===== config.mk =====
export PLATFORM = sky130hd
export DESIGN_NAME = synth_voice_allocator_flat
export DESIGN_NICKNAME = d
export VERILOG_FILES = /design/src/rtl/svalloc_pkg.sv /design/src/rtl/svalloc_if.sv /design/src/rtl/svalloc_ram.sv /design/src/rtl/svalloc_engine.sv /design/src/rtl/synth_voice_allocator.sv /design/src/flat_wrapper.sv
export SDC_FILE = /design/constraint.sdc
export NUM_CORES = 1
export LEC_CHECK = 0
export ABC_AREA = 1
export BUFFER_PORTS_ARGS = -buffer_cell sky130_fd_sc_hd__buf_2
export CAP_MARGIN = 20
export CORE_MARGIN = 3
export CORE_UTILIZATION = 63
export CTS_CLUSTER_SIZE = 16
export DETAILED_ROUTE_END_ITERATION = 8
export MAX_ROUTING_LAYER = met4
export PLACE_DENSITY = 0.88
export SYNTH_ARGS = -nofsm -noshare
export SYNTH_HDL_FRONTEND = slang
export SYNTH_HIERARCHICAL = 1
export SYNTH_SLANG_ARGS = --single-unit

===== constraint.sdc =====
create_clock -name clk -period 5 [get_ports clk]
set_clock_uncertainty 0.1 [all_clocks]
set_input_delay 0.75 -clock clk [delete_from_list [all_inputs] [get_ports clk]]
set_output_delay 0.75 -clock clk [all_outputs]
set_load 0.02 [all_outputs]

===== src/rtl/svalloc_pkg.sv =====
// ----------------------------------------------------------------------------
// Voice allocator package
// Command codes, group mode codes, field widths and the result word type.
// ----------------------------------------------------------------------------
`default_nettype none

package svalloc_pkg;

  // Field widths of the request and result words
  localparam int unsigned CMD_W  = 3;
  localparam int unsigned NOTE_W = 7;
  localparam int unsigned SEL_W  = 3;
  localparam int unsigned OSC_W  = 4;

  // Stored note width; all ones marks a group with no note
  localparam int unsigned GNOTE_W = 8;
  localparam logic [GNOTE_W-1:0] NO_NOTE = 8'hFF;

  // Command codes (six and seven are unused)
  typedef enum logic [CMD_W-1:0] {
    CMD_NOTE_ON      = 3'd0,
    CMD_NOTE_OFF     = 3'd1,
    CMD_ALL_OFF      = 3'd2,
    CMD_FIND_NOTE    = 3'd3,
    CMD_AGE_TICK     = 3'd4,
    CMD_RELEASE_DONE = 3'd5
  } cmd_t;

  // Group modes; code three is never written and counts as busy
  localparam int unsigned MODE_W = 2;
  localparam logic [MODE_W-1:0] MODE_IDLE      = 2'd0;
  localparam logic [MODE_W-1:0] MODE_PLAYING   = 2'd1;
  localparam logic [MODE_W-1:0] MODE_RELEASING = 2'd2;

  // Sequencer states
  typedef enum logic [1:0] {
    ST_IDLE,
    ST_SCAN,
    ST_COMMIT,
    ST_DONE
  } state_t;

  // Result word
  typedef struct packed {
    logic [OSC_W-1:0] osc_index;
    logic             found;
    logic             stolen;
  } res_t;

endpackage

`default_nettype wire


===== src/rtl/svalloc_if.sv =====
// ----------------------------------------------------------------------------
// Voice allocator channels
// Valid/ready channels for request words and result words.
// ----------------------------------------------------------------------------
`default_nettype none

interface svalloc_req_if;
  logic       valid;
  logic       ready;
  logic [2:0] cmd;
  logic [6:0] note;
  logic [2:0] group_sel;

  modport source (output valid, output cmd, output note, output group_sel, input ready);
  modport sink (input valid, input cmd, input note, input group_sel, output ready);
endinterface

interface svalloc_rsp_if;
  logic       valid;
  logic       ready;
  logic [3:0] osc_index;
  logic       found;
  logic       stolen;

  modport source (output valid, output osc_index, output found, output stolen, input ready);
  modport sink (input valid, input osc_index, input found, input stolen, output ready);
endinterface

`default_nettype wire


===== src/rtl/svalloc_ram.sv =====
// ----------------------------------------------------------------------------
// Voice allocator RAM
// Simple dual-port RAM, one write and one registered read port.
// ----------------------------------------------------------------------------
`default_nettype none

module svalloc_ram #(
  parameter int unsigned WIDTH = 26,
  parameter int unsigned DEPTH = 8
) (
  input  wire logic                                   clk,
  input  wire logic                                   wr_en,
  input  wire logic [(DEPTH > 1 ? $clog2(DEPTH) : 1)-1:0] wr_addr,
  input  wire logic [WIDTH-1:0]                       wr_data,
  input  wire logic                                   rd_en,
  input  wire logic [(DEPTH > 1 ? $clog2(DEPTH) : 1)-1:0] rd_addr,
  output logic      [WIDTH-1:0]                       rd_data
);

  logic [WIDTH-1:0] mem [DEPTH];

  // Write port
  always_ff @(posedge clk) begin
    if (wr_en) begin
      mem[wr_addr] <= wr_data;
    end
  end

  // Registered read port
  always_ff @(posedge clk) begin
    if (rd_en) begin
      rd_data <= mem[rd_addr];
    end
  end

endmodule

`default_nettype wire


===== src/rtl/svalloc_engine.sv =====
// ----------------------------------------------------------------------------
// Voice allocator scan engine
// Walks the group RAM once per request word, one group a cycle, and
// applies the command to each group, writing back the groups it changes.
// ----------------------------------------------------------------------------
`default_nettype none

module svalloc_engine #(
  parameter int unsigned NUM_GROUPS      = 8,
  parameter int unsigned VOICES_PER_NOTE = 2,
  parameter int unsigned AGE_BITS        = 16
) (
  input  wire logic                        clk,
  input  wire logic                        rst,
  // request word
  input  wire logic                        in_valid,
  output logic                             in_ready,
  input  wire logic [svalloc_pkg::CMD_W-1:0]  in_cmd,
  input  wire logic [svalloc_pkg::NOTE_W-1:0] in_note,
  input  wire logic [svalloc_pkg::SEL_W-1:0]  in_sel,
  // group RAM
  output logic                             rd_en,
  output logic [(NUM_GROUPS > 1 ? $clog2(NUM_GROUPS) : 1)-1:0] rd_addr,
  input  wire logic [svalloc_pkg::MODE_W+svalloc_pkg::GNOTE_W+AGE_BITS-1:0] rd_data,
  output logic                             wr_en,
  output logic [(NUM_GROUPS > 1 ? $clog2(NUM_GROUPS) : 1)-1:0] wr_addr,
  output logic [svalloc_pkg::MODE_W+svalloc_pkg::GNOTE_W+AGE_BITS-1:0] wr_data,
  // result word
  output logic                             res_valid,
  output svalloc_pkg::res_t                res,
  input  wire logic                        res_take
);

  import svalloc_pkg::*;

  localparam int unsigned GW = (NUM_GROUPS > 1) ? $clog2(NUM_GROUPS) : 1;
  localparam int unsigned CW = $clog2(NUM_GROUPS + 1);
  localparam int unsigned PW = GW + OSC_W;
  localparam int unsigned SW = GW + SEL_W;
  localparam logic [AGE_BITS-1:0] AGE_MAX = '1;

  state_t state, state_next;

  logic [CMD_W-1:0]    cmd_q;
  logic [NOTE_W-1:0]   note_q;
  logic [SEL_W-1:0]    sel_q;
  logic [CW-1:0]       rd_cnt, rd_cnt_next;
  logic [GW-1:0]       proc_idx, proc_idx_next;
  logic                proc_vld, proc_vld_next;
  logic [GW-1:0]       pick, pick_next;
  logic [AGE_BITS-1:0] oldest, oldest_next;
  logic                hit, hit_next;

  logic [MODE_W-1:0]   ent_mode;
  logic [GNOTE_W-1:0]  ent_note;
  logic [AGE_BITS-1:0] ent_age;
  logic [GNOTE_W-1:0]  note_ext;
  logic [PW-1:0]       osc_prod;
  logic                take_in;

  // Unpack the group entry read back from RAM
  assign ent_mode = rd_data[MODE_W+GNOTE_W+AGE_BITS-1 -: MODE_W];
  assign ent_note = rd_data[GNOTE_W+AGE_BITS-1 -: GNOTE_W];
  assign ent_age  = rd_data[AGE_BITS-1:0];
  assign note_ext = GNOTE_W'(note_q);

  assign take_in  = in_valid && in_ready;
  assign osc_prod = PW'(pick) * PW'(VOICES_PER_NOTE);

  // Hold the state register
  always_ff @(posedge clk) begin
    if (rst) begin
      state <= ST_IDLE;
    end else begin
      state <= state_next;
    end
  end

  // Advance the scan registers
  always_ff @(posedge clk) begin
    if (rst) begin
      proc_vld <= 1'b0;
      rd_cnt   <= '0;
      hit      <= 1'b0;
    end else begin
      proc_vld <= proc_vld_next;
      rd_cnt   <= rd_cnt_next;
      hit      <= hit_next;
    end
  end

  always_ff @(posedge clk) begin
    if (take_in) begin
      cmd_q  <= in_cmd;
      note_q <= in_note;
      sel_q  <= in_sel;
    end
    proc_idx <= proc_idx_next;
    pick     <= pick_next;
    oldest   <= oldest_next;
  end

  // Next state, scan control and per-group update
  always_comb begin
    state_next    = state;
    rd_cnt_next   = rd_cnt;
    proc_idx_next = proc_idx;
    proc_vld_next = 1'b0;
    pick_next     = pick;
    oldest_next   = oldest;
    hit_next      = hit;
    in_ready      = 1'b0;
    rd_en         = 1'b0;
    rd_addr       = rd_cnt[GW-1:0];
    wr_en         = 1'b0;
    wr_addr       = proc_idx;
    wr_data       = rd_data;
    res_valid     = 1'b0;

    unique case (state)
      ST_IDLE: begin
        in_ready = 1'b1;
        if (in_valid) begin
          rd_cnt_next = '0;
          pick_next   = '0;
          oldest_next = '0;
          hit_next    = 1'b0;
          state_next  = ST_SCAN;
        end
      end

      ST_SCAN: begin
        // issue one read per group
        if (rd_cnt < CW'(NUM_GROUPS)) begin
          rd_en         = 1'b1;
          rd_cnt_next   = rd_cnt + CW'(1);
          proc_vld_next = 1'b1;
          proc_idx_next = rd_cnt[GW-1:0];
        end else if (!proc_vld) begin
          state_next = (cmd_q == CMD_NOTE_ON) ? ST_COMMIT : ST_DONE;
        end

        // apply the command to the group read last cycle
        if (proc_vld) begin
          unique case (cmd_q)
            CMD_NOTE_ON: begin
              if (!hit) begin
                if (ent_mode == MODE_IDLE) begin
                  hit_next  = 1'b1;
                  pick_next = proc_idx;
                end else if (ent_age > oldest) begin
                  oldest_next = ent_age;
                  pick_next   = proc_idx;
                end
              end
            end
            CMD_NOTE_OFF: begin
              if (ent_note == note_ext && ent_mode == MODE_PLAYING) begin
                wr_en   = 1'b1;
                wr_data = {MODE_RELEASING, ent_note, ent_age};
              end
            end
            CMD_ALL_OFF: begin
              wr_en   = 1'b1;
              wr_data = {MODE_RELEASING, ent_note, ent_age};
            end
            CMD_FIND_NOTE: begin
              if (!hit && ent_note == note_ext) begin
                hit_next  = 1'b1;
                pick_next = proc_idx;
              end
            end
            CMD_AGE_TICK: begin
              if (ent_mode != MODE_IDLE && ent_age != AGE_MAX) begin
                wr_en   = 1'b1;
                wr_data = {ent_mode, ent_note, ent_age + AGE_BITS'(1)};
              end
            end
            CMD_RELEASE_DONE: begin
              if (SW'(proc_idx) == SW'(sel_q) && ent_mode == MODE_RELEASING) begin
                wr_en   = 1'b1;
                wr_data = {MODE_IDLE, ent_note, ent_age};
              end
            end
            default: begin
            end
          endcase
        end
      end

      ST_COMMIT: begin
        // claim the chosen group for the new note
        wr_en      = 1'b1;
        wr_addr    = pick;
        wr_data    = {MODE_PLAYING, note_ext, AGE_BITS'(0)};
        state_next = ST_DONE;
      end

      ST_DONE: begin
        res_valid = 1'b1;
        if (res_take) begin
          state_next = ST_IDLE;
        end
      end

      default: begin
        state_next = ST_IDLE;
      end
    endcase
  end

  // Build the result word
  always_comb begin
    res = '0;
    case (cmd_q)
      CMD_NOTE_ON: begin
        res.osc_index = osc_prod[OSC_W-1:0];
        res.stolen    = !hit;
      end
      CMD_FIND_NOTE: begin
        if (hit) begin
          res.osc_index = osc_prod[OSC_W-1:0];
          res.found     = 1'b1;
        end
      end
      default: begin
      end
    endcase
  end

endmodule

`default_nettype wire


===== src/rtl/synth_voice_allocator.sv =====
// ----------------------------------------------------------------------------
// Synthesizer voice allocator
// Oldest-note stealing allocator of oscillator groups to notes.
// ----------------------------------------------------------------------------
// One request word is in work at a time. Each word walks all groups of the
// group RAM, one read a cycle on its single read port, with NUM_GROUPS =
// NUM_OSC / VOICES_PER_NOTE. The walk then drains the last read and closes.
// A note-on then writes the chosen group back before its result is offered.
// The engine holds its result until the output register is empty or being
// drained. The next request is taken in the cycle the result appears in the
// output register. A new request is taken while the previous result still
// sits in the output register. No clearing pass is needed after reset: a
// valid flag per group makes unwritten groups read as idle with no note and
// age zero.
`default_nettype none

module synth_voice_allocator #(
  parameter int unsigned NUM_OSC         = 16,
  parameter int unsigned VOICES_PER_NOTE = 2,
  parameter int unsigned AGE_BITS        = 16
) (
  input wire logic      clk,
  input wire logic      rst,
  svalloc_req_if.sink   req,
  svalloc_rsp_if.source rsp
);

  import svalloc_pkg::*;

  localparam int unsigned NUM_GROUPS =
    ((NUM_OSC / VOICES_PER_NOTE) > 0) ? (NUM_OSC / VOICES_PER_NOTE) : 1;
  localparam int unsigned GW = (NUM_GROUPS > 1) ? $clog2(NUM_GROUPS) : 1;
  localparam int unsigned EW = MODE_W + GNOTE_W + AGE_BITS;
  localparam logic [EW-1:0] RESET_ENTRY = {MODE_IDLE, NO_NOTE, {AGE_BITS{1'b0}}};

  logic          rd_en, wr_en;
  logic [GW-1:0] rd_addr, wr_addr;
  logic [EW-1:0] wr_data, ram_q, rd_data;
  logic [NUM_GROUPS-1:0] ent_vld;
  logic          rd_vld_q;
  logic          res_valid, res_take;
  res_t          res;
  logic          rsp_valid;
  res_t          rsp_word;

  svalloc_engine #(
    .NUM_GROUPS      (NUM_GROUPS),
    .VOICES_PER_NOTE (VOICES_PER_NOTE),
    .AGE_BITS        (AGE_BITS)
  ) u_engine (
    .clk       (clk),
    .rst       (rst),
    .in_valid  (req.valid),
    .in_ready  (req.ready),
    .in_cmd    (req.cmd),
    .in_note   (req.note),
    .in_sel    (req.group_sel),
    .rd_en     (rd_en),
    .rd_addr   (rd_addr),
    .rd_data   (rd_data),
    .wr_en     (wr_en),
    .wr_addr   (wr_addr),
    .wr_data   (wr_data),
    .res_valid (res_valid),
    .res       (res),
    .res_take  (res_take)
  );

  svalloc_ram #(
    .WIDTH (EW),
    .DEPTH (NUM_GROUPS)
  ) u_ram (
    .clk     (clk),
    .wr_en   (wr_en),
    .wr_addr (wr_addr),
    .wr_data (wr_data),
    .rd_en   (rd_en),
    .rd_addr (rd_addr),
    .rd_data (ram_q)
  );

  // Track which groups have been written since reset
  always_ff @(posedge clk) begin
    if (rst) begin
      ent_vld <= '0;
    end else if (wr_en) begin
      ent_vld[wr_addr] <= 1'b1;
    end
  end

  // Sample the valid flag alongside the RAM read
  always_ff @(posedge clk) begin
    if (rd_en) begin
      rd_vld_q <= ent_vld[rd_addr];
    end
  end

  assign rd_data = rd_vld_q ? ram_q : RESET_ENTRY;

  // Output register: load when empty or being drained
  assign res_take = res_valid && (!rsp_valid || rsp.ready);

  always_ff @(posedge clk) begin
    if (rst) begin
      rsp_valid <= 1'b0;
    end else if (res_take) begin
      rsp_valid <= 1'b1;
    end else if (rsp.ready) begin
      rsp_valid <= 1'b0;
    end
  end

  always_ff @(posedge clk) begin
    if (res_take) begin
      rsp_word <= res;
    end
  end

  assign rsp.valid     = rsp_valid;
  assign rsp.osc_index = rsp_word.osc_index;
  assign rsp.found     = rsp_word.found;
  assign rsp.stolen    = rsp_word.stolen;

endmodule

`default_nettype wire


===== src/flat_wrapper.sv =====
// flat-port wrapper written by rule: the top's interface ports become plain ports
module synth_voice_allocator_flat import svalloc_pkg::*;
#(
  parameter int unsigned NUM_OSC         = 16,
  parameter int unsigned VOICES_PER_NOTE = 2,
  parameter int unsigned AGE_BITS        = 16
)
  (clk, rst, req_valid, req_cmd, req_note, req_group_sel, req_ready, rsp_valid, rsp_osc_index, rsp_found, rsp_stolen, rsp_ready);
  svalloc_req_if req_i ();
  svalloc_rsp_if rsp_i ();
  input wire logic clk;
  input wire logic rst;
  input wire logic [$bits(req_i.valid)-1:0] req_valid;
  input wire logic [$bits(req_i.cmd)-1:0] req_cmd;
  input wire logic [$bits(req_i.note)-1:0] req_note;
  input wire logic [$bits(req_i.group_sel)-1:0] req_group_sel;
  output wire logic [$bits(req_i.ready)-1:0] req_ready;
  output wire logic [$bits(rsp_i.valid)-1:0] rsp_valid;
  output wire logic [$bits(rsp_i.osc_index)-1:0] rsp_osc_index;
  output wire logic [$bits(rsp_i.found)-1:0] rsp_found;
  output wire logic [$bits(rsp_i.stolen)-1:0] rsp_stolen;
  input wire logic [$bits(rsp_i.ready)-1:0] rsp_ready;
  assign req_i.valid = req_valid;
  assign req_i.cmd = req_cmd;
  assign req_i.note = req_note;
  assign req_i.group_sel = req_group_sel;
  assign req_ready = req_i.ready;
  assign rsp_valid = rsp_i.valid;
  assign rsp_osc_index = rsp_i.osc_index;
  assign rsp_found = rsp_i.found;
  assign rsp_stolen = rsp_i.stolen;
  assign rsp_i.ready = rsp_ready;
  synth_voice_allocator #(.NUM_OSC(NUM_OSC), .VOICES_PER_NOTE(VOICES_PER_NOTE), .AGE_BITS(AGE_BITS)) u_core (.clk(clk), .rst(rst), .req(req_i), .rsp(rsp_i));
endmodule

# Yosys cells after proc, flatten, opt, wreduce, memory -nomap -nowiden
# Memories as Yosys holds them, arrays and structs flattened. A register that Yosys moved wholly into a read port is not among the register bits.
# Index checks and enable logic that the tools add are counted.
[totals]
mem_count = 1
rom_bits = 0
ram_bits = 208
latch_bits = 0
register_bits = 59
in_bits = 17
out_inout_bits = 8
[op_classes]
mux = 59
eq_ne = 27
n_shift = 0
div = 0
reduce_logical = 22
order_cmp = 5
bitwise_logic = 1
mul = 0
n_addsub = 2
[memory_table]
columns = ["name", "words", "width", "read_ports", "rd_clocked_by_memory_dff", "wr", "line", "rtl"]
rows = [
  ["u_core.u_ram.mem", 8, 26, 1, 1, 1, "svalloc_ram.sv:20", "logic [WIDTH-1:0] mem [DEPTH];"],
]
[op_table]
columns = ["cell", "n"]
rows = [
  ["$mux 16", 7],
  ["$mux 26", 4],
  ["$pmux 26 s4", 1],
  ["$pmux 26 s2", 1],
  ["$pmux 16 s2", 1],
  ["$mux 3", 7],
  ["$mux 1", 20],
  ["$ne 2x2->1 const B", 9],
  ["$add 16x1->16 const B", 1],
  ["$gt 16x16->1", 1],
  ["$ne 16x16->1 const B", 1],
  ["$pmux 4 s2", 2],
  ["$reduce_and 7->1", 2],
  ["$pmux 3 s2", 2],
  ["$ne 3x3->1 const B", 3],
  ["$eq 8x7->1", 1],
  ["$lt 3x4->1 const B", 2],
  ["$mux 2", 4],
  ["$mux 4", 2],
  ["$or 8x8->8", 1],
  ["$pmux 2 s4", 1],
  ["$logic_and 1x1->1", 7],
  ["$eq 2x2->1 const B", 3],
  ["$eq 3x2->1 const B", 2],
  ["other kinds (23)", 31],
]

# Logic depth before layout (Yosys ltp)
[depth]
word_depth = 9
depth_mapped = 20
mapped_depth_nobuf = 18

# Cells and area by module
# Netlist, hierarchy kept.
[modules_own_cells]
columns = ["mod", "instances", "cells_each", "area_each_um2", "seq_area_each_um2"]
rows = [
  ["svalloc_ram", 1, 943, 9910.8, 7026.7],
  ["svalloc_engine", 1, 499, 3475.8, 1211.2],
  ["synth_voice_allocator", 1, 132, 852.1, 390.4],
]

# Least setup slack after synthesis
# OpenSTA, ideal clock, no wires.
[synth_timing]
path_kind = "register to register"
startpoint = "register u_core.rd_vld_q"
endpoint = "memory u_core.u_ram.mem[1][0] (enable)"
slack_ps = 1472
stages_incl_launch_ff = 19
arrival_time_ps = 3019
n_path_buf = 2
setup_ps = 409
period_less_slack_ps = 3528
cell_sequence = "edfxtp_1 -> buf_2 -> buf_4 -> nand2_1 -> inv_1 -> ha_1 -> nand2_1 -> nor2_4 -> nand2_4 -> nor2_8 -> nor2_8 -> nand2_2 -> inv_2 -> nor2_1 -> o21ai_1 -> nand2_1 -> nand2_1 -> nand2_1 -> nor2_1"
[synth_via]
elab_chain_len = 9
elab_cells_between_ends = 17
classes_between = "4 x eq/ne; 9 x mux; 4 x reduce/logical"
[synth_lines]
columns = ["element", "line", "rtl"]
rows = [
  ["from (decl)", "synth_voice_allocator.sv:40", "logic rd_vld_q;"],
  ["from (signal assigned)", "synth_voice_allocator.sv:94", "rd_vld_q <= ent_vld[rd_addr];"],
  ["$mux 26", "synth_voice_allocator.sv:98", "assign rd_data = rd_vld_q ? ram_q : RESET_ENTRY;"],
  ["named net u_core.rd_data[1]", "synth_voice_allocator.sv:38", "logic [EW-1:0] wr_data, ram_q, rd_data;"],
  ["$ne 16x16->1", "svalloc_engine.sv:174", "if (ent_mode != MODE_IDLE && ent_age != AGE_MAX) begin"],
  ["$logic_and 1x1->1", "svalloc_engine.sv:174", ""],
  ["$mux 1", "svalloc_engine.sv:174", ""],
  ["$pmux 1 s4", "svalloc_engine.sv:145", "unique case (cmd_q)"],
  ["$mux 1", "svalloc_engine.sv:144", "if (proc_vld) begin"],
  ["$pmux 1 s2", "svalloc_engine.sv:120", "unique case (state)"],
  ["named net u_core.wr_en", "synth_voice_allocator.sv:36", "logic rd_en, wr_en;"],
  ["$mux 1", "svalloc_ram.sv:24", "if (wr_en) begin"],
  ["$mux 1 (not written as such)", "svalloc_ram.sv:25", "mem[wr_addr] <= wr_data;"],
  ["to (decl)", "svalloc_ram.sv:20", ""],
]
# The timed path passes the listed nets, and every way through them passes these cells.

# Worst setup path after layout
[layout_timing]
startpoint = "register u_core.rd_vld_q"
endpoint = "memory u_core.u_ram.mem[2][12] (enable)"
# Same word-level chain as after synthesis.

==> flow_summary_export.csv <==
group,metric,value,unit
outcome,status,"finished clean",
route,drt_iter0_markers,1100,
route,via_per_inst,5.54,
critical_path,worstPathCellList,"nand2_1 > inv_1 > ha_1 > nand2_1 > nor2_4 > nand2_4 > nor2_8 > nor2_8 > nand2_2 > inv_2 > nor2_1 > o21ai_1 > nand2_1 > nand2_1 > nand2_1 > nor2_2 > buf_4",
die,io_pins,25,
route,vias,10495,
logic_synthesis,synthAdderAreaFrac,1.93,%
sta,setup_viol_count_final,0,
critical_path,cp.buffers_inverters,3,
cells_and_area,final_nets,1630,
die,die_area,24400,um2
global_routing,grt_max_degree,81,
sta,slew_violations,0,
clock_network,ctsRootBufferMaster,"clkbuf_16",
clock_network,cts_setup_buffers,0,
logic_synthesis,synthArstFlopShare,0,%
min_path,min_path_type,"primary input to flop",
logic_synthesis,synth_cell_type_count,41,
sta,maxClockFrequency,268,MHz
clock_network,cts.sinks,293,
logic_synthesis,synth_xor_area_share,0.246,%
cells_and_area,drive_gt1_share,7.68,%
sta,grt_setup_unrepaired,"no",
sta,final-hold-violation-count,0,
logic_synthesis,synthMuxAreaShare,0,%
sta,period_share,74.8,%
logic_synthesis,synthSimpleGateAreaFrac,22.9,%
sta,layout_min_cycle_time,3740,ps
critical_path,crit_top_cell,"nand2_1",
route,routedWlPerCell,17.3,um
logic_synthesis,synth_area,14200,um2
clock_network,cts_htree_levels,1,
critical_path,r2r-start,"u_core/rd_vld_q",
logic_synthesis,synthTopCellsByArea,"edfxtp_1 (58%), nand2_1 (14%), inv_1 (9.1%), nand3_1 (5.0%), dfxtp_1 (2.4%)",
cells_and_area,antennaDiodeCount,0,
min_path,hp-start,"req_group_sel[1]",
critical_path,slowest_stage,"edfxtp_1",
cells_and_area,final_cell_mix,"nand2_1 (533), inv_1 (347), edfxtp_1 (276), nand3_1 (142), nor2_1 (54)",
sta,slew_headroom,32.0,%
logic_synthesis,synth_edf_count,276,
die,start_util,64.6,%
clock_network,cts_buffer_depth,3,
die,die_w,156,um
critical_path,reg2reg_depth,17,
cells_and_area,finish.utilization,70.5,%
min_path,min_to,"u_core/u_engine/sel_q[1]",
logic_synthesis,syn_nets,1613,
cells_and_area,fillers,1539,
clock_network,cts_tree,"done",
place,dp_hpwl,21.0,mm
critical_path,crit_required,5130,ps
power,powerDensity,552,nW/um2
clock_network,postCtsResizedCells,0,
sta,tns,0,ps
place,numPortBuffers,24,
global_routing,grt-ovfl-total,0,
route,wirelength,32.8,mm
critical_path,rrSetupSlack,1260,ps
clock_network,clk_pin_slew,60,ps
route,ant_nets,0,
job,cap_violations,0,
cells_and_area,regArea,8630,um2
logic_synthesis,syn_inst,1574,
critical_path,cp_max_fo,26,
global_routing,grt_pass1_wl,51.4,mm
logic_synthesis,synth-seq-area-share,60.6,%
power,peakVddDrop,0.000422,V
route,firstDrtPassIters,5,
die,die_h,156,um
die,rows,54,
logic_synthesis,synth_flop_cell,"edfxtp_1",
global_routing,antenna_found_initial,0,
sta,worst_pin_slew,1020,ps
clock_network,numCtsBuffers,29,
critical_path,cp.arrival,3870,ps
logic_synthesis,synth_top_family_by_area,"simple AND/OR/NAND/NOR gates",
min_path,whs_path_depth,1,
critical_path,critPathKind,"flop to flop",
logic_synthesis,synth_top_area_share,58.2,%
route,drc_errors,0,
die,core_area,22000,um2
critical_path,r2r_end,"u_core/u_ram/mem[2][12]",
clock_network,clk_latency,550,ps
cells_and_area,area_growth,9.06,%
global_routing,grt_pass1_vias,10019,
cells_and_area,multiInputGateArea,3980,um2
cells_and_area,final_common_cell,"nand2_1",
place,globalplace.congestion,0.948,
global_routing,grt.total_usage,27.7,%
power,leakage,7.28,nW
critical_path,startpoint_type,"flop",
critical_path,crit_family,"simple AND/OR/NAND/NOR gates",
clock_network,hold_buffers,0,
logic_synthesis,synth_warnings,6,
logic_synthesis,synth_top_area_cell,"edfxtp_1",
critical_path,crit_cells,17,
critical_path,end_kind,"flop",
logic_synthesis,ys_seq_elements,293,
logic_synthesis,avgSynthCellArea,9.05,um2
critical_path,cpPeakStageDelay,780,ps
logic_synthesis,synth_compound_area_share,2.57,%
how the worst max path moves through the flow:
stage	startpoint	end	slack [ps]
after floorplan	u_core/rd_vld_q	u_core/u_ram/mem[1][0]	1470
after global placement	u_core/rd_vld_q	u_core/u_ram/mem[2][5]	1420
after detailed placement	u_core/rd_vld_q	u_core/u_ram/mem[2][5]	1320
after CTS	u_core/rd_vld_q	u_core/u_ram/mem[2][5]	1310
after global routing	u_core/rd_vld_q	u_core/u_ram/mem[2][0]	1070
final	u_core/rd_vld_q	u_core/u_ram/mem[2][12]	1260
per-stage QoR:
stage / setup slack (ps) / instance area, um2 / hold slack (ps) / cells / power (mW)
detailed placement: 1320 / 14500 / 349 / 1840 / 6.29
floorplan: 1470 / 14200 / 335 / 1574 / 5.45
global placement: 1420 / 14500 / 345 / 1840 / 6.18
global route: 1070 / 15500 / 258 / 1894 / 9.01
finish: 1260 / 15500 / 269 / 1894 / 8.58
CTS: 1310 / 15500 / 251 / 1894 / 8.55
state kept, by name, indices dropped and copies added (netlist names), 2 cells and up:
| signal | count |
|---|---|
| u_core/u_ram/mem | 208 |
| u_core/u_engine/proc_idx | 3 |
| u_core/u_ram/rd_data | 26 |
| u_core/rsp.osc_index | 4 |
| u_core/u_engine/sel_q | 3 |
| u_core/u_engine/pick | 3 |
| u_core/u_engine/oldest | 16 |
| u_core/u_engine/note_q | 7 |
| u_core/u_engine/cmd_q | 3 |
| u_core/u_engine/rd_cnt | 4 |
| u_core/ent_vld | 8 |
| u_core/u_engine/state | 2 |
per-layer routing:
metal	GRT usage [%]	routed length, um	vias to the layer above
met4	11.1	1330	0
met3	2.65	2520	113
li1	-	-	4947
met2	47.0	16700	520
met1	34.7	12200	4915
met5	-	0	-
cell type report:
class	count	share of cell area, %
clock buffers	34	4.79
flip-flops and latches	293	55.6
repair buffers	40	1.55
multi-input cells	870	25.6
well taps	280	2.26
inverters	357	8.63
clock inverters	20	1.58
cells in the mapped netlist, drive strengths merged (3+ instances only):
cell type,count
dfxtp,17
nor3,4
a22o,3
o21ai,17
ha,22
xnor2,4
clkbuf,8
buf,46
nand3,143
o22ai,5
a21oi,30
inv,356
nor2,73
nand4,14
nand2,538
edfxtp,276
report_power, final:
part           switching (mW)  total, mW  internal, mW  leakage [nW]
Clock                   0.923       2.25          1.33         0.480
Sequential              0.173       3.55          3.37          2.68
Combinational            2.10       2.78         0.673          4.12
Total                    3.20       8.58          5.38          7.28
cell families after synthesis:
| group | after synthesis |
|---|---|
| buffers and inverters | 411 |
| xor gates and xnor gates | 4 |
| adders and majority gates | 22 |
| DFF | 293 |
| other | 1 |
| and+or+nand+nor | 778 |
| AOI/OAI and AO/OA | 65 |
Power figures use the tool's default switching activity.
